`src/rtl/assert_macros.svh`:
```
`ifndef ASSERT_MACROS_SVH
`define ASSERT_MACROS_SVH
`ifndef SYNTHESIS
`define ASSERT_PROP(lbl, clk, rst_n, prop, msg) \
    lbl: assert property (@(posedge clk) disable iff (!rst_n) prop) else $error(msg);
`define ASSERT_NEVER(lbl, clk, rst_n, expr, msg) \
    lbl: assert property (@(posedge clk) disable iff (!rst_n) !(expr)) else $error(msg);
`else
`define ASSERT_PROP(lbl, clk, rst_n, prop, msg)
`define ASSERT_NEVER(lbl, clk, rst_n, expr, msg)
`endif
`endif

```
`src/rtl/stl_pkg.sv`:
```
package stl_pkg;

    localparam int CFG_W            = 11;
    localparam int MAX_TOKENS_RESET = 64;
    localparam int STATUS_W         = 3;
    localparam int KIND_W           = 4;
    localparam int START_W          = 16;
    localparam int LEN_OUT_W        = 6;
    localparam int IDX_W            = 10;
    localparam int KW_COUNT         = 6;
    localparam int QUEUE_DEPTH      = 4;
    localparam int QPTR_W           = $clog2(QUEUE_DEPTH);
    localparam int QCNT_W           = $clog2(QUEUE_DEPTH + 1);

    localparam logic [STATUS_W-1:0] ST_OK      = 3'd0;
    localparam logic [STATUS_W-1:0] ST_MANY    = 3'd1;
    localparam logic [STATUS_W-1:0] ST_LONG    = 3'd2;
    localparam logic [STATUS_W-1:0] ST_UNTERM  = 3'd3;
    localparam logic [STATUS_W-1:0] ST_INVALID = 3'd4;

    localparam logic [KIND_W-1:0] KIND_IDENT  = 4'd6;
    localparam logic [KIND_W-1:0] KIND_NUMBER = 4'd7;
    localparam logic [KIND_W-1:0] KIND_STRING = 4'd8;
    localparam logic [KIND_W-1:0] KIND_STAR   = 4'd9;
    localparam logic [KIND_W-1:0] KIND_COMMA  = 4'd10;
    localparam logic [KIND_W-1:0] KIND_EQUAL  = 4'd11;
    localparam logic [KIND_W-1:0] KIND_LPAREN = 4'd12;
    localparam logic [KIND_W-1:0] KIND_RPAREN = 4'd13;
    localparam logic [KIND_W-1:0] KIND_SEMI   = 4'd14;
    localparam logic [KIND_W-1:0] KIND_EOF    = 4'd15;
    localparam logic [KIND_W-1:0] KIND_NONE   = 4'd0;

    localparam logic [7:0] CH_MINUS = 8'h2D;
    localparam logic [7:0] CH_UNDER = 8'h5F;
    localparam logic [7:0] CH_QUOTE = 8'h22;

    localparam logic [7:0] KW_TEXT [KW_COUNT][8] = '{
        '{"S", "E", "L", "E", "C", "T", 8'h00, 8'h00},
        '{"I", "N", "S", "E", "R", "T", 8'h00, 8'h00},
        '{"F", "R", "O", "M", 8'h00, 8'h00, 8'h00, 8'h00},
        '{"W", "H", "E", "R", "E", 8'h00, 8'h00, 8'h00},
        '{"I", "N", "T", "O", 8'h00, 8'h00, 8'h00, 8'h00},
        '{"V", "A", "L", "U", "E", "S", 8'h00, 8'h00}
    };
    localparam logic [7:0] KW_LEN [KW_COUNT] = '{8'd6, 8'd6, 8'd4, 8'd5, 8'd4, 8'd6};

    typedef enum logic [2:0] {
        MODE_IDLE,
        MODE_IDENT,
        MODE_NUMBER,
        MODE_MINUS,
        MODE_STRING,
        MODE_DRAIN
    } mode_t;

    typedef struct packed {
        logic [STATUS_W-1:0]  status;
        logic [KIND_W-1:0]    kind;
        logic [START_W-1:0]   start;
        logic [LEN_OUT_W-1:0] len;
        logic [IDX_W-1:0]     idx;
    } result_t;

    typedef struct packed {
        logic    two;
        result_t r0;
        result_t r1;
    } pair_t;

    typedef struct packed {
        logic              full;
        logic              empty;
        logic [QCNT_W-1:0] count;
    } qstat_t;

    function automatic logic is_digit(input logic [7:0] c);
        return c >= "0" && c <= "9";
    endfunction

    function automatic logic is_alpha(input logic [7:0] c);
        return (c >= "A" && c <= "Z") || (c >= "a" && c <= "z");
    endfunction

    function automatic logic is_word(input logic [7:0] c);
        return is_alpha(c) || is_digit(c) || c == CH_UNDER;
    endfunction

    function automatic logic is_space(input logic [7:0] c);
        return c == 8'h20 || (c >= 8'h09 && c <= 8'h0D);
    endfunction

    function automatic logic [KIND_W-1:0] punct_kind(input logic [7:0] c);
        logic [KIND_W-1:0] k;
        case (c)
            "*":     k = KIND_STAR;
            ",":     k = KIND_COMMA;
            "=":     k = KIND_EQUAL;
            "(":     k = KIND_LPAREN;
            ")":     k = KIND_RPAREN;
            ";":     k = KIND_SEMI;
            default: k = KIND_NONE;
        endcase
        return k;
    endfunction

    // drop keywords that cannot match once byte c sits at position idx
    function automatic logic [KW_COUNT-1:0] narrow(input logic [KW_COUNT-1:0] cand,
                                                   input logic [7:0] c,
                                                   input logic [7:0] idx);
        logic [7:0]          up;
        logic [KW_COUNT-1:0] res;
        up  = (c >= "a" && c <= "z") ? c - 8'd32 : c;
        res = cand;
        for (int j = 0; j < KW_COUNT; j++) begin
            if (idx >= KW_LEN[j] || KW_TEXT[j][idx[2:0]] != up) begin
                res[j] = 1'b0;
            end
        end
        return res;
    endfunction

    function automatic logic [KIND_W-1:0] keyword_kind(input logic [KW_COUNT-1:0] cand,
                                                       input logic [7:0] len);
        logic [KIND_W-1:0] k;
        k = KIND_IDENT;
        for (int j = KW_COUNT - 1; j >= 0; j--) begin
            if (cand[j] && KW_LEN[j] == len) begin
                k = KIND_W'(j);
            end
        end
        return k;
    endfunction

    function automatic result_t mk(input logic [STATUS_W-1:0] status,
                                   input logic [KIND_W-1:0] kind,
                                   input logic [START_W-1:0] start,
                                   input logic [LEN_OUT_W-1:0] len,
                                   input logic [IDX_W-1:0] idx);
        result_t r;
        r.status = status;
        r.kind   = kind;
        r.start  = start;
        r.len    = len;
        r.idx    = idx;
        return r;
    endfunction

endpackage

```
`src/rtl/sql_token_lexer.sv`:
```
// Channel   Handshake              Payload
// config    cfg_write              cfg_data (token slot limit)
// input     in_valid / in_stall    text_byte, end_of_text
// output    out_valid / out_stall  status, token_kind, start_offset, value_length,
//                                  token_index, last_of_item
//
// The lexer front takes one byte every cycle while the result queue has room.
// The output stage gives one result per cycle while out_stall is low; an item
// with two results gives them in turn, and the next item waits until both are taken.
// The four-entry queue of result pairs sets how far the input runs ahead of a
// stalled output. Reset is immediate: no clearing pass, the slot limit returns to 64.
`include "assert_macros.svh"

module sql_token_lexer
    import stl_pkg::*;
#(
    parameter int VALUE_MAX   = 63,
    parameter int TOKENS_MAX  = 1024,
    parameter int OFFSET_BITS = 16
) (
    input  logic                 clk,
    input  logic                 rst_n,
    input  logic                 cfg_write,
    input  logic [CFG_W-1:0]     cfg_data,
    input  logic                 in_valid,
    output logic                 in_stall,
    input  logic [7:0]           text_byte,
    input  logic                 end_of_text,
    output logic                 out_valid,
    input  logic                 out_stall,
    output logic [STATUS_W-1:0]  status,
    output logic [KIND_W-1:0]    token_kind,
    output logic [START_W-1:0]   start_offset,
    output logic [LEN_OUT_W-1:0] value_length,
    output logic [IDX_W-1:0]     token_index,
    output logic                 last_of_item
);

    logic   q_push, q_pop;
    pair_t  q_in, q_head;
    qstat_t q_stat;

    stl_front #(
        .VALUE_MAX  (VALUE_MAX),
        .TOKENS_MAX (TOKENS_MAX),
        .OFFSET_BITS(OFFSET_BITS)
    ) u_front (
        .clk        (clk),
        .rst_n      (rst_n),
        .cfg_write  (cfg_write),
        .cfg_data   (cfg_data),
        .in_valid   (in_valid),
        .in_stall   (in_stall),
        .text_byte  (text_byte),
        .end_of_text(end_of_text),
        .q_full     (q_stat.full),
        .push       (q_push),
        .push_data  (q_in)
    );

    stl_queue u_queue (
        .clk      (clk),
        .rst_n    (rst_n),
        .push     (q_push),
        .push_data(q_in),
        .pop      (q_pop),
        .head     (q_head),
        .stat     (q_stat)
    );

    stl_back u_back (
        .clk         (clk),
        .rst_n       (rst_n),
        .head        (q_head),
        .q_empty     (q_stat.empty),
        .pop         (q_pop),
        .out_valid   (out_valid),
        .out_stall   (out_stall),
        .status      (status),
        .token_kind  (token_kind),
        .start_offset(start_offset),
        .value_length(value_length),
        .token_index (token_index),
        .last_of_item(last_of_item)
    );

    `ASSERT_PROP(a_err_last, clk, rst_n, out_valid && status != ST_OK |-> last_of_item && token_kind == KIND_NONE && value_length == '0, "error result not final or not blank")
    `ASSERT_PROP(a_eof_last, clk, rst_n, out_valid && status == ST_OK && token_kind == KIND_EOF |-> last_of_item, "EOF result not final")
    `ASSERT_NEVER(a_q_over, clk, rst_n, q_stat.count > QCNT_W'(QUEUE_DEPTH), "queue overfilled")
    `ASSERT_PROP(a_q_push, clk, rst_n, q_push |=> !q_stat.empty, "pushed item lost")

endmodule

```
`src/rtl/stl_front.sv`:
```
module stl_front
    import stl_pkg::*;
#(
    parameter int VALUE_MAX   = 63,
    parameter int TOKENS_MAX  = 1024,
    parameter int OFFSET_BITS = 16
) (
    input  logic             clk,
    input  logic             rst_n,
    input  logic             cfg_write,
    input  logic [CFG_W-1:0] cfg_data,
    input  logic             in_valid,
    output logic             in_stall,
    input  logic [7:0]       text_byte,
    input  logic             end_of_text,
    input  logic             q_full,
    output logic             push,
    output pair_t            push_data
);

    localparam int LEN_W = $clog2(VALUE_MAX + 1);
    localparam int CNT_W = $clog2(TOKENS_MAX + 1);
    localparam int CMP_W = (CNT_W > CFG_W) ? CNT_W : CFG_W;
    localparam int TS_W  = OFFSET_BITS + 1;
    localparam logic [OFFSET_BITS-1:0] POS_TOP = '1;

    logic [CFG_W-1:0]       slots_cfg_reg;
    mode_t                  mode_reg, mode_next;
    logic [TS_W-1:0]        start_reg, start_next;
    logic [LEN_W-1:0]       len_reg, len_next;
    logic [CNT_W-1:0]       cnt_reg, cnt_next;
    logic [KW_COUNT-1:0]    cand_reg, cand_next;
    logic [OFFSET_BITS-1:0] pos_reg, pos_next;

    logic                   accept;
    logic [CMP_W-1:0]       mt, limit;
    logic [KIND_W-1:0]      open_kind, pkind;
    logic                   want_eof, do_start, cont;
    result_t                res_c [2];
    logic [1:0]             n_c;

    assign in_stall = q_full;
    assign accept   = in_valid && !in_stall;

    always_comb
    begin
        mt = CMP_W'(slots_cfg_reg);
        if (mt == '0)
        begin
            limit = CMP_W'(1);
        end
        else if (mt > CMP_W'(TOKENS_MAX))
        begin
            limit = CMP_W'(TOKENS_MAX);
        end
        else
        begin
            limit = mt;
        end
    end

    assign open_kind = (mode_reg == MODE_IDENT) ? keyword_kind(cand_reg, 8'(len_reg))
                                                : KIND_NUMBER;
    assign pkind     = punct_kind(text_byte);
    assign cont      = (mode_reg == MODE_IDENT) ? is_word(text_byte) : is_digit(text_byte);

    always_comb
    begin
        mode_next  = mode_reg;
        start_next = start_reg;
        len_next   = len_reg;
        cnt_next   = cnt_reg;
        cand_next  = cand_reg;
        pos_next   = pos_reg;
        res_c[0]   = '0;
        res_c[1]   = '0;
        n_c        = 2'd0;
        want_eof   = 1'b0;
        do_start   = 1'b0;
        if (accept)
        begin
            if (end_of_text)
            begin
                want_eof = 1'b1;
                case (mode_reg)
                    MODE_IDENT, MODE_NUMBER:
                    begin
                        res_c[0] = mk(ST_OK, open_kind, START_W'(start_reg),
                                      LEN_OUT_W'(len_reg), IDX_W'(cnt_reg));
                        cnt_next = cnt_reg + CNT_W'(1);
                        n_c      = 2'd1;
                    end
                    MODE_MINUS:
                    begin
                        res_c[0] = mk(ST_INVALID, KIND_NONE, '0, '0, IDX_W'(cnt_reg));
                        n_c      = 2'd1;
                        want_eof = 1'b0;
                    end
                    MODE_STRING:
                    begin
                        res_c[0] = mk(ST_UNTERM, KIND_NONE, '0, '0, IDX_W'(cnt_reg));
                        n_c      = 2'd1;
                        want_eof = 1'b0;
                    end
                    MODE_DRAIN:
                    begin
                        want_eof = 1'b0;
                    end
                    default:
                    begin
                    end
                endcase
                if (want_eof)
                begin
                    if (CMP_W'(cnt_next) >= limit)
                    begin
                        res_c[n_c[0]] = mk(ST_MANY, KIND_NONE, '0, '0, IDX_W'(cnt_next));
                    end
                    else
                    begin
                        res_c[n_c[0]] = mk(ST_OK, KIND_EOF, START_W'(pos_reg), '0,
                                           IDX_W'(cnt_next));
                    end
                    n_c = n_c + 2'd1;
                end
                mode_next  = MODE_IDLE;
                start_next = '0;
                len_next   = '0;
                cnt_next   = '0;
                cand_next  = '1;
                pos_next   = '0;
            end
            else
            begin
                pos_next = (pos_reg != POS_TOP) ? pos_reg + OFFSET_BITS'(1) : pos_reg;
                case (mode_reg)
                    MODE_DRAIN:
                    begin
                    end
                    MODE_STRING:
                    begin
                        if (text_byte == CH_QUOTE)
                        begin
                            res_c[0]  = mk(ST_OK, KIND_STRING, START_W'(start_reg),
                                           LEN_OUT_W'(len_reg), IDX_W'(cnt_reg));
                            cnt_next  = cnt_reg + CNT_W'(1);
                            n_c       = 2'd1;
                            mode_next = MODE_IDLE;
                        end
                        else if (len_reg >= LEN_W'(VALUE_MAX))
                        begin
                            res_c[0]  = mk(ST_LONG, KIND_NONE, '0, '0, IDX_W'(cnt_reg));
                            n_c       = 2'd1;
                            mode_next = MODE_DRAIN;
                        end
                        else
                        begin
                            len_next = len_reg + LEN_W'(1);
                        end
                    end
                    MODE_MINUS:
                    begin
                        if (!is_digit(text_byte))
                        begin
                            res_c[0]  = mk(ST_INVALID, KIND_NONE, '0, '0, IDX_W'(cnt_reg));
                            n_c       = 2'd1;
                            mode_next = MODE_DRAIN;
                        end
                        else if (len_reg >= LEN_W'(VALUE_MAX))
                        begin
                            res_c[0]  = mk(ST_LONG, KIND_NONE, '0, '0, IDX_W'(cnt_reg));
                            n_c       = 2'd1;
                            mode_next = MODE_DRAIN;
                        end
                        else
                        begin
                            len_next  = len_reg + LEN_W'(1);
                            mode_next = MODE_NUMBER;
                        end
                    end
                    MODE_IDENT, MODE_NUMBER:
                    begin
                        if (cont)
                        begin
                            if (len_reg >= LEN_W'(VALUE_MAX))
                            begin
                                res_c[0]  = mk(ST_LONG, KIND_NONE, '0, '0, IDX_W'(cnt_reg));
                                n_c       = 2'd1;
                                mode_next = MODE_DRAIN;
                            end
                            else
                            begin
                                if (mode_reg == MODE_IDENT)
                                begin
                                    cand_next = narrow(cand_reg, text_byte, 8'(len_reg));
                                end
                                len_next = len_reg + LEN_W'(1);
                            end
                        end
                        else
                        begin
                            res_c[0]  = mk(ST_OK, open_kind, START_W'(start_reg),
                                           LEN_OUT_W'(len_reg), IDX_W'(cnt_reg));
                            cnt_next  = cnt_reg + CNT_W'(1);
                            n_c       = 2'd1;
                            mode_next = MODE_IDLE;
                            do_start  = 1'b1;
                        end
                    end
                    default:
                    begin
                        do_start = 1'b1;
                    end
                endcase
                // new token on this byte, after any flush above
                if (do_start && !is_space(text_byte))
                begin
                    if (CMP_W'(cnt_next) >= limit - CMP_W'(1))
                    begin
                        res_c[n_c[0]] = mk(ST_MANY, KIND_NONE, '0, '0, IDX_W'(cnt_next));
                        n_c           = n_c + 2'd1;
                        mode_next     = MODE_DRAIN;
                    end
                    else if (pkind != KIND_NONE)
                    begin
                        res_c[n_c[0]] = mk(ST_OK, pkind, START_W'(pos_reg), LEN_OUT_W'(1),
                                           IDX_W'(cnt_next));
                        n_c           = n_c + 2'd1;
                        cnt_next      = cnt_next + CNT_W'(1);
                    end
                    else
                    begin
                        start_next = TS_W'(pos_reg);
                        len_next   = LEN_W'(1);
                        cand_next  = '1;
                        if (text_byte == CH_QUOTE)
                        begin
                            start_next = TS_W'(pos_reg) + TS_W'(1);
                            len_next   = '0;
                            mode_next  = MODE_STRING;
                        end
                        else if (text_byte == CH_MINUS)
                        begin
                            mode_next = MODE_MINUS;
                        end
                        else if (is_digit(text_byte))
                        begin
                            mode_next = MODE_NUMBER;
                        end
                        else if (is_alpha(text_byte) || text_byte == CH_UNDER)
                        begin
                            cand_next = narrow('1, text_byte, 8'd0);
                            mode_next = MODE_IDENT;
                        end
                        else
                        begin
                            res_c[n_c[0]] = mk(ST_INVALID, KIND_NONE, '0, '0,
                                               IDX_W'(cnt_next));
                            n_c           = n_c + 2'd1;
                            mode_next     = MODE_DRAIN;
                        end
                    end
                end
            end
        end
    end

    assign push         = accept && (n_c != 2'd0);
    assign push_data.two = (n_c == 2'd2);
    assign push_data.r0  = res_c[0];
    assign push_data.r1  = res_c[1];

    always_ff @(posedge clk or negedge rst_n)
    begin
        if (!rst_n)
        begin
            slots_cfg_reg <= CFG_W'(MAX_TOKENS_RESET);
            mode_reg      <= MODE_IDLE;
            start_reg     <= '0;
            len_reg       <= '0;
            cnt_reg       <= '0;
            cand_reg      <= '1;
            pos_reg       <= '0;
        end
        else
        begin
            if (cfg_write)
            begin
                slots_cfg_reg <= cfg_data;
            end
            mode_reg  <= mode_next;
            start_reg <= start_next;
            len_reg   <= len_next;
            cnt_reg   <= cnt_next;
            cand_reg  <= cand_next;
            pos_reg   <= pos_next;
        end
    end

endmodule

```
`src/rtl/stl_queue.sv`:
```
module stl_queue
    import stl_pkg::*;
(
    input  logic   clk,
    input  logic   rst_n,
    input  logic   push,
    input  pair_t  push_data,
    input  logic   pop,
    output pair_t  head,
    output qstat_t stat
);

    pair_t             mem_reg [QUEUE_DEPTH];
    logic [QPTR_W-1:0] wr_ptr_reg, rd_ptr_reg;
    logic [QCNT_W-1:0] count_reg, count_next;

    assign head       = mem_reg[rd_ptr_reg];
    assign stat.count = count_reg;
    assign stat.full  = (count_reg == QCNT_W'(QUEUE_DEPTH));
    assign stat.empty = (count_reg == '0);

    always_comb
    begin
        count_next = count_reg;
        if (push && !pop)
        begin
            count_next = count_reg + QCNT_W'(1);
        end
        else if (pop && !push)
        begin
            count_next = count_reg - QCNT_W'(1);
        end
    end

    always_ff @(posedge clk)
    begin
        if (push)
        begin
            mem_reg[wr_ptr_reg] <= push_data;
        end
    end

    always_ff @(posedge clk or negedge rst_n)
    begin
        if (!rst_n)
        begin
            wr_ptr_reg <= '0;
            rd_ptr_reg <= '0;
            count_reg  <= '0;
        end
        else
        begin
            if (push)
            begin
                wr_ptr_reg <= (wr_ptr_reg == QPTR_W'(QUEUE_DEPTH - 1)) ? '0
                                                                       : wr_ptr_reg + QPTR_W'(1);
            end
            if (pop)
            begin
                rd_ptr_reg <= (rd_ptr_reg == QPTR_W'(QUEUE_DEPTH - 1)) ? '0
                                                                       : rd_ptr_reg + QPTR_W'(1);
            end
            count_reg <= count_next;
        end
    end

endmodule

```
`src/rtl/stl_back.sv`:
```
module stl_back
    import stl_pkg::*;
(
    input  logic                 clk,
    input  logic                 rst_n,
    input  pair_t                head,
    input  logic                 q_empty,
    output logic                 pop,
    output logic                 out_valid,
    input  logic                 out_stall,
    output logic [STATUS_W-1:0]  status,
    output logic [KIND_W-1:0]    token_kind,
    output logic [START_W-1:0]   start_offset,
    output logic [LEN_OUT_W-1:0] value_length,
    output logic [IDX_W-1:0]     token_index,
    output logic                 last_of_item
);

    pair_t   hold_reg;
    logic    busy_reg;
    logic    second_reg;
    logic    taken, finish;
    result_t cur;

    assign taken  = busy_reg && !out_stall;
    assign finish = taken && (second_reg || !hold_reg.two);
    assign pop    = !q_empty && (!busy_reg || finish);

    assign cur          = second_reg ? hold_reg.r1 : hold_reg.r0;
    assign out_valid    = busy_reg;
    assign status       = cur.status;
    assign token_kind   = cur.kind;
    assign start_offset = cur.start;
    assign value_length = cur.len;
    assign token_index  = cur.idx;
    assign last_of_item = second_reg || !hold_reg.two;

    always_ff @(posedge clk)
    begin
        if (pop)
        begin
            hold_reg <= head;
        end
    end

    always_ff @(posedge clk or negedge rst_n)
    begin
        if (!rst_n)
        begin
            busy_reg   <= 1'b0;
            second_reg <= 1'b0;
        end
        else if (pop)
        begin
            busy_reg   <= 1'b1;
            second_reg <= 1'b0;
        end
        else if (finish)
        begin
            busy_reg   <= 1'b0;
            second_reg <= 1'b0;
        end
        else if (taken)
        begin
            second_reg <= 1'b1;
        end
    end

endmodule
```
`config.mk`:
```
export PLATFORM = sky130hd
export DESIGN_NAME = sql_token_lexer
export DESIGN_NICKNAME = d
export VERILOG_FILES = /design/src/rtl/stl_pkg.sv /design/src/rtl/sql_token_lexer.sv /design/src/rtl/stl_front.sv /design/src/rtl/stl_queue.sv /design/src/rtl/stl_back.sv
export VERILOG_INCLUDE_DIRS = /design/src /design/src/rtl
export SDC_FILE = /design/constraint.sdc
export NUM_CORES = 1
export LEC_CHECK = 0
export ABC_CLOCK_PERIOD_IN_PS = 9860
export BUFFER_PORTS_ARGS = -buffer_cell sky130_fd_sc_hd__buf_4
export CORE_AREA = 2 2 213 215
export CTS_BUF_LIST = sky130_fd_sc_hd__clkbuf_8
export DETAILED_ROUTE_END_ITERATION = 16
export DIE_AREA = 0 0 215 217
export PLACE_DENSITY_LB_ADDON = 0.08
export SLEW_MARGIN = 20
export SYNTH_ARGS = -nofsm -noshare
export SYNTH_HDL_FRONTEND = slang
export SYNTH_HIERARCHICAL = 1
export SYNTH_SLANG_ARGS = --single-unit
```
`constraint.sdc`:
```
create_clock -name clk -period 9.86 [get_ports clk]
set_input_delay 0.493 -clock clk [delete_from_list [all_inputs] [get_ports clk]]
set_output_delay 0.493 -clock clk [all_outputs]
set_load 0.005 [all_outputs]
```
# [Word-level counts from Yosys, hierarchy flattened]
# Memory sizes are Yosys's and may differ from the RTL's. A register that Yosys moved wholly into a read port is not among the register bits.
# Cells that the tools add are included.
[classes] n_reduce_logical=55 order_cmp=20 mux=159 bitwise_logic=3 n_addsub=13 n_eq_ne=36
[op_table] operator="two-way mux 78 bit" count=11
[op_table] operator="bitwise mux 78 bit" count=5
[op_table] operator="two-way mux 39 bit" count=8
[op_table] operator="case mux 39 bit (3 select lines)" count=2
[op_table] operator="two-way mux 11 bit" count=13
[op_table] operator="two-way mux 6 bit" count=20
[op_table] operator="two-way mux 38 bit" count=3
[op_table] operator="two-way mux 16 bit" count=7
[op_table] operator="two-way mux 8 bit" count=13
[op_table] operator="demux 39 bit (select 1 bit)" count=2
[op_table] operator="equality test 8 x 6 -> 1 bit, second input constant" count=9
[op_table] operator="!= test 8 bit" count=6
[op_table] operator="two-way mux 3 bit" count=15
[op_table] operator="!= test 7 x 8 -> 1 bit, first input constant" count=5
[op_table] operator="two-way mux 2 bit" count=19
[op_table] operator="adder 16 x 1 -> 16 bit, second input constant" count=2
[op_table] operator="two-way mux 1 bit" count=29
[op_table] operator="two-way mux 4 bit" count=6
[op_table] operator="case mux 4 bit (6 select lines)" count=1
[op_table] operator="adder 11 x 1 -> 11 bit, second input constant" count=2
[op_table] operator="greater-or-equal comparator 11 bit" count=2
[op_table] operator="case mux 11 bit (2 select lines)" count=1
[op_table] operator="logical AND 1 bit" count=20
[op_table] operator="equality test 3 x 6 -> 1 bit, first input constant" count=3
[op_table] operator="43 further kinds" count=82
[totals] ff_bits=78 word_cells=305 out_inout_bits=42 ram_bits=316 memories=7 mem_bits_ro=384
[memory_table] name="u_queue.mem_reg" words=4 width=79 rd=1 rd_clocked_by_memory_dff=1 write_ports=1 line_no="stl_queue.sv:13" text="pair_t mem_reg [QUEUE_DEPTH];"
[memory_table] name="(no name shown)" words=8 width=8 rd=1 rd_clocked_by_memory_dff=0 write_ports=0 line_no="stl_pkg.sv:115" text="if (idx >= KW_LEN[j] || KW_TEXT[j][idx[2:0]] != up) begin"
[memory_table] name="(no name shown)" words=8 width=8 rd=1 rd_clocked_by_memory_dff=0 write_ports=0 line_no="stl_pkg.sv:115"
[memory_table] name="(no name shown)" words=8 width=8 rd=1 rd_clocked_by_memory_dff=0 write_ports=0 line_no="stl_pkg.sv:115"
[memory_table] name="(no name shown)" words=8 width=8 rd=1 rd_clocked_by_memory_dff=0 write_ports=0 line_no="stl_pkg.sv:115"
[memory_table] name="(no name shown)" words=8 width=8 rd=1 rd_clocked_by_memory_dff=0 write_ports=0 line_no="stl_pkg.sv:115"
[memory_table] name="1 more memories"

# [Longest topological paths before layout]
# Gate-level depths: netlist of run 1.
[depth] word_depth=26 mapped_depth=27 ltp_nobuf=25

# [Modules after synthesis]
# Netlist of run 1, hierarchy kept.
[by_module_without_submodules] module="stl_queue" cells_per_inst=450 instances=1 area_per_inst_um2=11890.2 seq_area_each_um2=9664.3
[by_module_without_submodules] module="stl_front" cells_per_inst=1100 instances=1 area_per_inst_um2=7895.1 seq_area_each_um2=1735.4
[by_module_without_submodules] module="stl_back" cells_per_inst=132 instances=1 area_per_inst_um2=2957.8 seq_area_each_um2=2422.3

# [Worst setup path before layout of run 1]
# OpenSTA, ideal clock, no wires.
[synth_path] kind="input -> register" startpoint="input text_byte[6]" endpoint="memory u_queue/mem_reg[0][0] in the netlist's numbering, enable pin" path_slack_ns=2.610 t_arrival_ns=6.804 cell_stages=21 path_buffers=4 required_time_ns=9.414 path_cell_list="buf_6 > or4b_4 > or4_1 > clkbuf_1 > o21ai_1 > nand2_1 > nor2_1 > clkbuf_1 > nand2_1 > nand2_1 > ha_1 > a211o_1 > a21oi_1 > o21a_1 > and2_0 > clkbuf_1 > nor2_1 > a2111oi_0 > a21oi_1 > o21ai_0 > and2_1"
[synth_via] elab_chain_cells=24
[synth_lines] element="start, declared" line_no="sql_token_lexer.sv:27" text="input logic [7:0] text_byte,"
[synth_lines] element="greater-or-equal comparator 8 x 7 -> 1 bit or less-or-equal comparator 8 x 7 -> 1 bit (tied branches)" line_no="stl_pkg.sv:81" text="return (c >= \"A\" && c <= \"Z\") || (c >= \"a\" && c <= \"z\");"
[synth_lines] element="logical AND 1 bit" line_no="stl_pkg.sv:81"
[synth_lines] element="logical OR 1 bit" line_no="stl_pkg.sv:81"
[synth_lines] element="logical OR 1 bit (2 in series)" line_no="stl_pkg.sv:85" text="return is_alpha(c) || is_digit(c) || c == CH_UNDER;"
[synth_lines] element="two-way mux 1 bit" line_no="stl_front.sv:65" text="assign cont = (mode_reg == MODE_IDENT) ? is_word(text_byte) : is_digit(text_byte);"
[synth_lines] element="two-way mux 1 bit" line_no="stl_front.sv:183" text="if (cont)"
[synth_lines] element="case mux 2 bit (3 select lines)" line_no="stl_front.sv:136" text="case (mode_reg)"
[synth_lines] element="two-way mux 2 bit" line_no="stl_front.sv:82" text="if (end_of_text)"
[synth_lines] element="(+8 left out)"
[synth_lines] element="two-way mux 2 bit *" line_no="stl_front.sv:216" text="if (do_start && !is_space(text_byte))"
[synth_lines] element="two-way mux 2 bit *" line_no="stl_front.sv:82"
[synth_lines] element="two-way mux 2 bit *" line_no="stl_front.sv:80" text="if (accept)"
[synth_lines] element="nonzero test 2 bit *" line_no="stl_front.sv:268" text="assign push = accept && (n_c != 2'd0);"
[synth_lines] element="logical AND 1 bit *" line_no="stl_front.sv:268"
[synth_lines] element="named net q_push" line_no="sql_token_lexer.sv:39" text="logic q_push, q_pop;"
[synth_lines] element="two-way mux 1 bit *" line_no="stl_queue.sv:37" text="if (push)"
[synth_lines] element="two-way mux 1 bit (not written as such) *" line_no="stl_queue.sv:39" text="mem_reg[wr_ptr_reg] <= push_data;"
[synth_lines] element="end, declared" line_no="stl_queue.sv:13"
# The timed path passes the listed nets; every way through them passes the cells marked *. The select of a mux whose other input is x is not followed.

# [Final worst setup path of run 1]
[layout_path] startpoint="register u_front.mode_reg[2]" endpoint="register u_queue.count_reg[2]"
[layout_via] elab_chain_cells=21
[layout_lines] element="start, declared" line_no="stl_front.sv:28" text="mode_t mode_reg, mode_next;"
[layout_lines] element="start signal, assigned" line_no="stl_front.sv:291" text="mode_reg <= mode_next;"
[layout_lines] element="equality test 3 x 1 -> 1 bit" line_no="stl_front.sv:65, stl_front.sv:85, stl_front.sv:136"
[layout_lines] element="two-way mux 1 bit" line_no="stl_front.sv:65"
[layout_lines] element="two-way mux 1 bit" line_no="stl_front.sv:183"
[layout_lines] element="case mux 2 bit (3 select lines)" line_no="stl_front.sv:136"
[layout_lines] element="two-way mux 2 bit" line_no="stl_front.sv:82"
[layout_lines] element="two-way mux 2 bit" line_no="stl_front.sv:80"
[layout_lines] element="adder 2 x 1 -> 2 bit" line_no="stl_front.sv:221, stl_front.sv:228, stl_front.sv:259"
[layout_lines] element="two-way mux 2 bit" line_no="stl_front.sv:250" text="else if (is_alpha(text_byte) || text_byte == CH_UNDER)"
[layout_lines] element="(+6 left out)"
[layout_lines] element="two-way mux 2 bit *" line_no="stl_front.sv:82"
[layout_lines] element="two-way mux 2 bit *" line_no="stl_front.sv:80"
[layout_lines] element="nonzero test 2 bit *" line_no="stl_front.sv:268"
[layout_lines] element="logical AND 1 bit *" line_no="stl_front.sv:268"
[layout_lines] element="named net q_push" line_no="sql_token_lexer.sv:39"
[layout_lines] element="zero test 1 bit" line_no="stl_queue.sv:29" text="else if (pop && !push)"
[layout_lines] element="logical AND 1 bit" line_no="stl_queue.sv:29"
[layout_lines] element="nonzero test 2 bit (no source line)"
[layout_lines] element="end signal, assigned" line_no="stl_queue.sv:63" text="count_reg <= count_next;"
[layout_lines] element="end, declared" line_no="stl_queue.sv:15" text="logic [QCNT_W-1:0] count_reg, count_next;"
# Marks and branches as above.
# A chain may end at the register's enable or synchronous reset.

==> results of run 1 <==
## per-layer routing
metal  wire length [um]  share of wire, %  up-vias
li1                   -                 -     6607
met1              24000                45     7245
met2              25300                48      439
met3               2570               4.8       91
met4               1370               2.6        0
met5                  0                 0        -
## final cells by class
type | count | area share [%]
sequential | 473 | 55.2
multi-input combinational | 1051 | 32.4
inverter | 37 | 0.555
timing repair buffer | 97 | 3.12
clock buffer | 82 | 4.51
tap | 600 | 3.00
clock inverter | 55 | 1.15
## worst paths after layout
check / endpoint / from / slack (ns) / cells past startpoint
max: u_queue/count_reg[2] / u_front/mode_reg[2] / 1.95 / 25
min: u_front/mt[10] / cfg_data[10] / 0.08 / 3
max reg2reg: u_queue/count_reg[2] / u_front/mode_reg[2] / 1.95 / 25
min reg2reg: u_front/cand_reg[1] / u_front/cand_reg[1] / 0.50 / 2
max in group asynchronous: u_back/second_reg / rst_n / 8.37 / 3
min in group asynchronous: u_front/cnt_reg[0] / rst_n / 0.31 / 2
## layout by cell type (no fill, tap or decap), types with 58 or more instances in the layout
| master | instances |
|---|---|
| a21oi_1 | 91 |
| buf_4 | 92 |
| clkbuf_8 | 82 |
| dfrtp_1 | 68 |
| edfxtp_1 | 395 |
| inv_1 | 58 |
| mux4_2 | 79 |
| nand2_1 | 142 |
| nor2_1 | 93 |
| o21ai_0 | 70 |
## kinds of logic (layout without fill, tap and decap cells)
logic type      count (synthesis)  after routing
simple gates                  431            431
other cells                     1              6
mux                           135            135
fa+ha+maj                      47             47
flops                         473            473
compound gates                369            369
buf+inv                       163            271
xor+xnor                       63             63
## worst max-delay path, stage by stage (launching register included)
cell       delay (ns)
dfrtp_1          0.68
inv_1            0.14
nand2_1          0.26
clkinv_1         0.95
nand2_1          0.43
nand2_1          0.16
nor2_1           0.11
buf_4            0.31
nand3_1          0.14
xnor2_1          0.19
ha_1             0.26
a2111oi_0        0.40
o21ai_0          0.15
a21oi_1          0.27
o21a_1           0.35
and2_0           0.41
nor2_1           0.07
a2111oi_0        0.39
a21oi_1          0.10
o21ai_0          0.85
ha_1             0.32
inv_1            0.06
fa_1             0.37
xor2_1           0.15
nor2_1           0.11
xor2_1           0.16
## power groups by stage
stage                     Sequential, mW  Combinational (mW)  Clock [mW]
after global routing                3.24                2.73        1.70
after detailed placement            3.22                2.52           0
after floorplan                     3.10                1.83           0
final                               3.17                2.52        1.57
after global placement              3.20                2.51           0
after CTS                           3.18                2.53        1.62
## stage by stage
step           util [%]  power [mW]  instances
6_report           56.0        7.26       2395
4_1_cts            56.0        7.34       2395
3_3_place_gp       52.8        5.71       2257
3_5_place_dp       52.8        5.74       2257
5_1_grt            56.0        7.67       2395
2_1_floorplan         -        4.92       1687
## repair_timing
| action | CTS | global route |
|---|---|---|
| endpoints found under the setup margin | 0 | 0 |
| endpoints found under the hold margin | 19 | 0 |
| hold buffers | 1 | 0 |
==> reports/qor.yml, run 1 <==
outcome:
  status: "finished, final reports clean"
global_routing:
  grt_usage_pct: 23.1
  top_usage_layer: "met2"
  antenna_found_initial: 0
  overflow: 0
  met3_usage_pct: 3.31
  met2_usage_pct: 36.7
  grt_pass1_vias: 14100
  grt_use_met1_pct: 32.6
  grt_max_degree: 80
  grt_pass1_wl_um: 82500
yosys:
  synthMostInstantiatedCell: "edfxtp_1"
  synth_flop_cell: "edfxtp_1"
  synth-compound-area-share_pct: 10.5
  synth_area_leaders: "edfxtp_1 52%, mux4_2 7.8%, dfrtp_1 7.8%, mux2_2 2.6%, ha_1 2.5%"
  synth_area_um2: 22700
  yosysUniqueCellTypes: 88
  synthSimpleGateAreaFrac_pct: 9.35
  synthArstFlopShare_pct: 16.5
  ys_warn_count: 6
  synthCells: 1682
  postSynthAreaPerCell_um2: 13.5
  synth_xor_area_share_pct: 2.46
  synth_edf_count: 395
  synthMuxAreaShare_pct: 10.6
  synth_top_family_by_area: "multiplexers"
  synth_top_area_share_pct: 52.2
  synthAdderAreaFrac_pct: 2.62
  yosysSeqAreaShare_pct: 60.8
  synth_top_cell_by_area: "edfxtp_1"
  netlist_top_cells_count: "395 x edfxtp_1, 142 x nand2_1, 94 x nor2_1, 91 x a21oi_1, 80 x clkbuf_1"
  synth_seq_cells: 473
die:
  rows: 78
  ios: 67
  die_h_um: 217
  die_w_um: 215
  die_area_um2: 46700
  core_area_um2: 44700
  start_util_pct: 50.9
sta:
  min_period_ns: 7.91
  hold_ws_ns: 0.0830
  setup_slack_ns: 1.95
  slew_violations: 0
  rsz0062_at_grt: "no"
  tns_ns: 0
  hold_violations: 0
  slew_headroom_pct: 23.9
  worst_pin_slew_ns: 1.13
  skew_ns: 0.0276
  fmax_mhz: 126
  setup_violations: 0
  fin_crit_sh_pct: 80.2
detailed_routing:
  routed_wl_um: 53300
  via_per_inst: 6.01
  wire_per_inst_um: 22.3
  antenna_left: 0
  drtIter0Drc: 1410
  vias: 14400
  drcViolationCount: 0
  firstDrtPassIters: 5
placement:
  hpwl_um: 33400
  io_buffers: 66
  post-place-ws_ns: 2.19
  dpl-instance-area_um2: 23600
  finalWeightedCongestion: 0.892
cts:
  clk_pin_slew_ns: 0.06
  clockRootBuffer: "clkbuf_8"
  cts_setup_buffers: 0
  post_cts_resized: 0
  cts_buffers: 77
  cts_max_level: 3
  cts_buffer_depth: 3
  cts.sinks: 473
  cts_tree: "done"
  clkLatencyLatePin_ns: 0.65
worst_setup_path:
  worstPathMaxFanout: 28
  cp.required_ns: 10.41
  critical_path_arrival_ns: 8.46
  critPathCaptureType: "flip-flop"
  start_kind: "flip-flop"
  critPathKind: "reg -> reg"
power_and_ir_drop:
  combPwrFrac_pct: 34.7
  power_density_nw_per_um2: 290
  ir_drop_mv: 0.139
  p_seq_share_pct: 43.7
  p_sw_mw: 2.49
  p_leak_nw: 8.79
  power.share.switching_pct: 34.3
  internal-power_mw: 4.77
  power.share.clock_pct: 21.6
finish:
  regArea_um2: 13800
  num-nets-final: 1809
  design_area_um2: 25000
  largest_reg_flops: 316
  final_layout_size_suffix_gt1_share_pct: 19.9
  syn_to_final_growth_pct: 10.1
  fill_cells: 3765
  multi_input_area_um2: 8130
  diodes: 0
worst_hold_path:
  hold_path.class: "in -> reg"
run:
  cap_violations: 0
(Power assumes the default switching activity.)
==> run 2, diff against run 1 <==
ABC_CLOCK_PERIOD_IN_PS = 7970   (was 9860)
clock period = 7.97 ns   (was 9.86 ns; I/O delays follow)
==> run 2 against run 1 <==
Clock skew is 0.018 ns higher. Setup slack worse by 0.65 ns. Cell area up 0.77%. First-iteration DRC count is 9.8% lower. Final cell count up 0.84%. Clock-buffer cell count rose by 1. Sequential power rose by 24%. Via count is 0.20% higher. Global-route usage decreased by 0.16 points.
==> reports/qor.yml, run 2 (synthesis results as in run 1) <==
placement:
  hpwl_um: 33800
  io_buffers: 66
  finalWeightedCongestion: 0.866
  place_inst: 2260
worst_setup_path:
  start_kind: "flip-flop"
  rr_startpoint: "u_front/mode_reg[0]"
  critPathKind: "reg -> reg"
  worstPathMaxFanout: 25
  critical_path_arrival_ns: 6.97
  critPathCaptureType: "flip-flop"
  reg2reg_slack_ns: 1.30
  rr_worst_depth: 21
  cp.required_ns: 8.27
  reg2reg_to: "u_queue/mem_reg[3][7]"
global_routing:
  grt_pass1_vias: 14300
  overflow: 0
  grt_usage_pct: 22.9
  antenna_found_initial: 0
  grt_max_degree: 69
  grt_pass1_wl_um: 82100
sta:
  slew_violations: 0
  min_period_ns: 6.67
  skew_ns: 0.0457
  fin_crit_sh_pct: 83.7
  slew_headroom_pct: 30.0
  rsz0062_at_grt: "no"
  tns_ns: 0
  setup_violations: 0
  fmax_mhz: 150
  hold_violations: 0
  worst_pin_slew_ns: 1.05
run:
  cap_violations: 0
cts:
  cts.sinks: 473
  clkLatencyLatePin_ns: 0.65
  cts_max_level: 3
  clk_pin_slew_ns: 0.07
  cts_buffers: 78
  clockRootBuffer: "clkbuf_8"
  cts_buffer_depth: 3
  cts_tree: "done"
finish:
  largest_reg_flops: 316
  final_layout_size_suffix_gt1_share_pct: 20.1
  final_common_cell: "edfxtp_1"
  final_cell_mix: "395 x edfxtp_1, 142 x nand2_1, 95 x buf_4, 93 x nor2_1, 91 x a21oi_1"
  diodes: 0
  num-nets-final: 1825
  final_cells: 2415
  syn_to_final_growth_pct: 11.0
worst_hold_path:
  min_to: "u_front/mt[10]"
  hold_path.class: "in -> reg"
  hold_start: "cfg_write"
  min_path_cells: 2
die:
  die_w_um: 215
  start_util_pct: 50.9
  core_area_um2: 44700
  die_h_um: 217
  rows: 78
  die_area_um2: 46700
  ios: 67
outcome:
  status: "finished, final reports clean"
detailed_routing:
  routed_wl_um: 52600
  firstDrtPassIters: 6
  via_per_inst: 5.97
  antenna_left: 0
  wire_per_inst_um: 21.8
  drcViolationCount: 0
  vias: 14400
  drtIter0Drc: 1272
power_and_ir_drop:
  p_leak_nw: 8.93
  power_density_nw_per_um2: 356
  ir_drop_mv: 0.188
-- run 2: changes by cell type in the layout (fill, tap and decap cells not counted), sizes merged --
cell         change
inv             +10
clkbuf           +1
clkinv           -6
buf              +3
dlygate4sd3     +12
-- run 2: repair_timing --
item / CTS / global route
endpoints found under the setup margin: 0 / 0
hold buffers: 13 / 0
setup buffers: 0 / 0
resized for setup: 0 / 0
hold endpoints to repair: 23 / 0
-- run 2: final cells by class --
class | count | area, um^2
fill | 3715 | 19500
clock inverter | 59 | 327
tap | 600 | 751
timing repair buffer | 112 | 923
sequential | 473 | 13800
clock buffer | 83 | 1140
multi-input combinational | 1051 | 8130
inverter | 37 | 139
-- run 2: layer usage --
metal  track usage [%]  vias up  wire length, um
li1                  -     6635                -
met1              32.6     7185            23600
met2              35.9      497            24600
met3              3.41       94             3000
met4              8.94        0             1420
met5                 0        -                0
-- run 2: worst max-delay path: stages (launching register included) --
cell	delay, ns
dfrtp_1	0.62
xor2_1	0.18
nand2_1	0.20
clkinv_1	0.28
buf_4	0.34
a31oi_2	0.10
nor2_4	0.24
nand4b_1	0.19
xnor2_2	0.35
ha_1	0.30
a2111oi_0	0.50
o21ai_0	0.16
a21oi_1	0.23
o21a_1	0.34
and2_0	0.38
nor2_1	0.07
a2111oi_0	0.46
a21oi_1	0.14
o21ai_0	0.20
buf_4	0.18
and2_4	0.45
buf_4	0.39
-- run 2: report_power, final --
part           internal (mW)  switching [mW]  leakage (nW)
logic                   1.29            1.79          3.34
clock network           1.03           0.946         0.868
registers               3.62           0.310          4.72
-- run 2: stage by stage --
stage	utilization [%]	worst slack (ns)	total power, mW	instance area (um^2)	hold WS, ns
floorplan	-	0.815	6.09	22800	0.103
global placement	52.9	1.15	7.03	23600	0.242
detailed placement	52.9	0.917	7.08	23600	0.243
CTS	56.5	1.39	9.09	25200	0.0120
global route	56.5	0.797	9.51	25200	0.0711
finish	56.5	1.30	8.99	25200	0.0651
-- run 2: worst max-delay path by stage --
| stage | start | endpoint |
|---|---|---|
| floorplan | text_byte[6] | u_queue/mem_reg[0][0] |
| global placement | text_byte[4] | u_queue/mem_reg[2][4] |
| detailed placement | text_byte[4] | u_queue/mem_reg[2][4] |
| CTS | u_front/mode_reg[0] | u_queue/mem_reg[2][8] |
| global route | u_front/mode_reg[2] | u_queue/count_reg[2] |
| finish | u_front/mode_reg[0] | u_queue/mem_reg[3][7] |
==> run 3, diff against run 2 <==
ABC_AREA = 1   (was unset)
ABC_CLOCK_PERIOD_IN_PS = 6400   (was 7970)
CORE_AREA = 2 2 220 222   (was 2 2 213 215)
DIE_AREA = 0 0 222 224   (was 0 0 215 217)
clock period = 6.4 ns   (was 7.97 ns; I/O delays follow)
==> run 3 against run 2 <==
Maximum frequency grew 19%. Worst hold slack worse by 0.0053 ns. Critical path type unchanged. Highest routed layer unchanged. Synthesized cell count up 49%. Critical endpoint is now u_queue/mem_reg[0][27]. Largest cell class unchanged.
==> reports/qor.yml, run 3 <==
placement:
  dpl-instance-area_um2: 25200
  finalWeightedCongestion: 0.935
  io_buffers: 66
  hpwl_um: 41100
sta:
  setup_violations: 0
  tns_ns: 0
  skew_ns: 0.0357
  hold_ws_ns: 0.0598
  worst_pin_slew_ns: 1.11
  rsz0062_at_grt: "no"
  slew_headroom_pct: 26.2
  min_period_ns: 5.62
  hold_violations: 0
  fin_crit_sh_pct: 87.9
  slew_violations: 0
  fmax_mhz: 178
detailed_routing:
  drtIter0Drc: 1660
  antenna_left: 0
  routed_wl_um: 64300
  drcViolationCount: 0
  wire_per_inst_um: 19.7
  firstDrtPassIters: 5
  vias: 18300
  via_per_inst: 5.60
power_and_ir_drop:
  power_density_nw_per_um2: 463
  finalPower_mw: 12.5
  ir_drop_mv: 0.267
  p_leak_nw: 11.0
worst_setup_path:
  critical_path_arrival_ns: 5.98
  critPathCaptureType: "flip-flop"
  start_kind: "flip-flop"
  critPathKind: "reg -> reg"
  slowest_stage: "dfrtp_1"
  crit_top_cell: "nand2_1"
  cp.required_ns: 6.76
  worst-path-buf-inv: 8
  worstPathMaxFanout: 41
  critPathTopFamily: "simple AND/OR/NAND/NOR gates"
  slowest_delay_ns: 0.43
finish:
  num-nets-final: 2663
  utilization_pct: 57.0
  final_cell_mix: "644 x nand2_1, 395 x edfxtp_1, 329 x inv_1, 152 x o211ai_1, 117 x o21ai_0"
  design_area_um2: 27000
  syn_to_final_growth_pct: 10.7
  largest_reg_flops: 316
  fill_cells: 4161
  final_layout_size_suffix_gt1_share_pct: 12.3
  final_common_cell: "nand2_1"
yosys:
  yosysSeqAreaShare_pct: 56.7
  synth_edf_count: 395
  synthMostInstantiatedCell: "nand2_1"
  synth_seq_cells: 473
  yosysUniqueCellTypes: 67
  ys_warn_count: 6
  synth_flop_cell: "edfxtp_1"
  synth_top_area_share_pct: 48.6
  synthArstFlopShare_pct: 16.5
  netlist_top_cells_count: "644 x nand2_1, 395 x edfxtp_1, 312 x inv_1, 152 x o211ai_1, 117 x o21ai_0"
  synth_top_cell_by_area: "edfxtp_1"
  postSynthAreaPerCell_um2: 9.73
  synth_area_leaders: "edfxtp_1 49%, nand2_1 9.9%, dfrtp_1 7.3%, inv_1 4.8%, o211ai_1 4.7%"
  synth_area_um2: 24400
  synthCells: 2506
cts:
  clockRootBuffer: "clkbuf_8"
  cts_tree: "done"
  cts_setup_buffers: 0
  cts_max_level: 3
  clk_pin_slew_ns: 0.06
  clkLatencyLatePin_ns: 0.66
  cts.sinks: 473
  cts_buffers: 80
  cts_buffer_depth: 3
  post_cts_resized: 0
die:
  ios: 67
  rows: 80
  start_util_pct: 51.5
  die_w_um: 222
  die_h_um: 224
  die_area_um2: 49700
  core_area_um2: 47300
global_routing:
  grt_max_degree: 180
  grt_usage_pct: 26.0
  antenna_found_initial: 1
  overflow: 0
  grt_pass1_vias: 17700
  grt_pass1_wl_um: 100000
worst_hold_path:
  hold_path.class: "in -> reg"
run:
  cap_violations: 0
outcome:
  status: "finished, final reports clean"
[run 3: cell count changes in the layout (fill, tap and decap cells not counted), moves of 33 or more]
cell,delta
o211ai_1,+144
nand2_1,+502
xnor2_1,-35
o21ai_0,+47
inv_1,+260
mux2_2,-53
nand3_1,+33
mux4_2,-79
[run 3: final cells by class]
| class | instances | area [um^2] | share of cell area, % |
|---|---|---|---|
| Tap cell | 615 | 769 | 2.85 |
| Inverter | 341 | 1300 | 4.81 |
| Clock inverter | 54 | 273 | 1.01 |
| Multi-Input combinational cell | 1566 | 8520 | 31.6 |
| Timing Repair Buffer | 129 | 1110 | 4.12 |
| Antenna cell | 2 | 5.00 | 0.0185 |
| Clock buffer | 87 | 1200 | 4.43 |
| Sequential cell | 473 | 13800 | 51.2 |
[run 3: where the power goes]
group | internal (mW) | switching [mW]
combinational | 1.51 | 3.59
clock | 1.30 | 1.21
sequential | 4.58 | 0.311
[run 3: path summary, 6_finish.rpt]
check / start / end / slack [ns] / cells past startpoint
min in group asynchronous: rst_n / u_front/cnt_reg[8] / 0.12 / 2
hold / removal: cfg_write / u_front/mt[2] / 0.06 / 2
hold reg to reg: u_front/cand_reg[5] / u_front/cand_reg[5] / 0.49 / 2
setup reg to reg: u_front/mode_reg[0] / u_queue/mem_reg[0][27] / 0.78 / 25
setup / recovery: u_front/mode_reg[0] / u_queue/mem_reg[0][27] / 0.78 / 25
max in group asynchronous: rst_n / u_front/start_reg[7] / 5.08 / 3
[run 3: cell families after synthesis]
logic type	synth area share (%)
and+or+nand+nor	16.8
AOI/OAI and AO/OA	14.2
DFF	56.7
buffers and inverters	8.49
adders and majority gates	2.44
xor gates and xnor gates	1.29
other	0.0154
[run 3: layer usage]
layer	up-vias	track usage [%]	wire length, um
li1	8813	-	-
met1	8784	37.1	29700
met2	603	41.3	29500
met3	91	3.42	3740
met4	0	8.81	1370
met5	-	0	0
[run 3: worst reg2reg max path, cell delays in order, from the launching register on]
cell and delay [ns]:
dfrtp_1 0.43, inv_2 0.10, nor3_2 0.22, inv_2 0.10, nand2_2 0.30, nand3_4 0.28
nand2_4 0.38, inv_1 0.24, nand2_1 0.12, o21ai_2 0.09, ha_1 0.33, nand2_1 0.08
nor2_1 0.15, nand3_1 0.11, nand4_1 0.10, buf_4 0.27, inv_1 0.19, nand2_2 0.18
inv_1 0.13, nand3_1 0.11, nand3_1 0.08, o211ai_1 0.12, nand2_1 0.26, nand2_1 0.15
clkinv_2 0.39, buf_12 0.38
[run 3: timing repair]
item | in CTS | in global routing
hold buffers | 28 | 0
hold endpoints to repair | 33 | 0
setup endpoints to repair | 0 | 0
[run 3: stage by stage]
| stage | setup WS, ns | cells |
|---|---|---|
| floorplan | 0.675 | 2511 |
| global placement | 0.980 | 3096 |
| detailed placement | 0.766 | 3096 |
| CTS | 0.831 | 3265 |
| global route | 0.307 | 3266 |
| finish | 0.777 | 3267 |
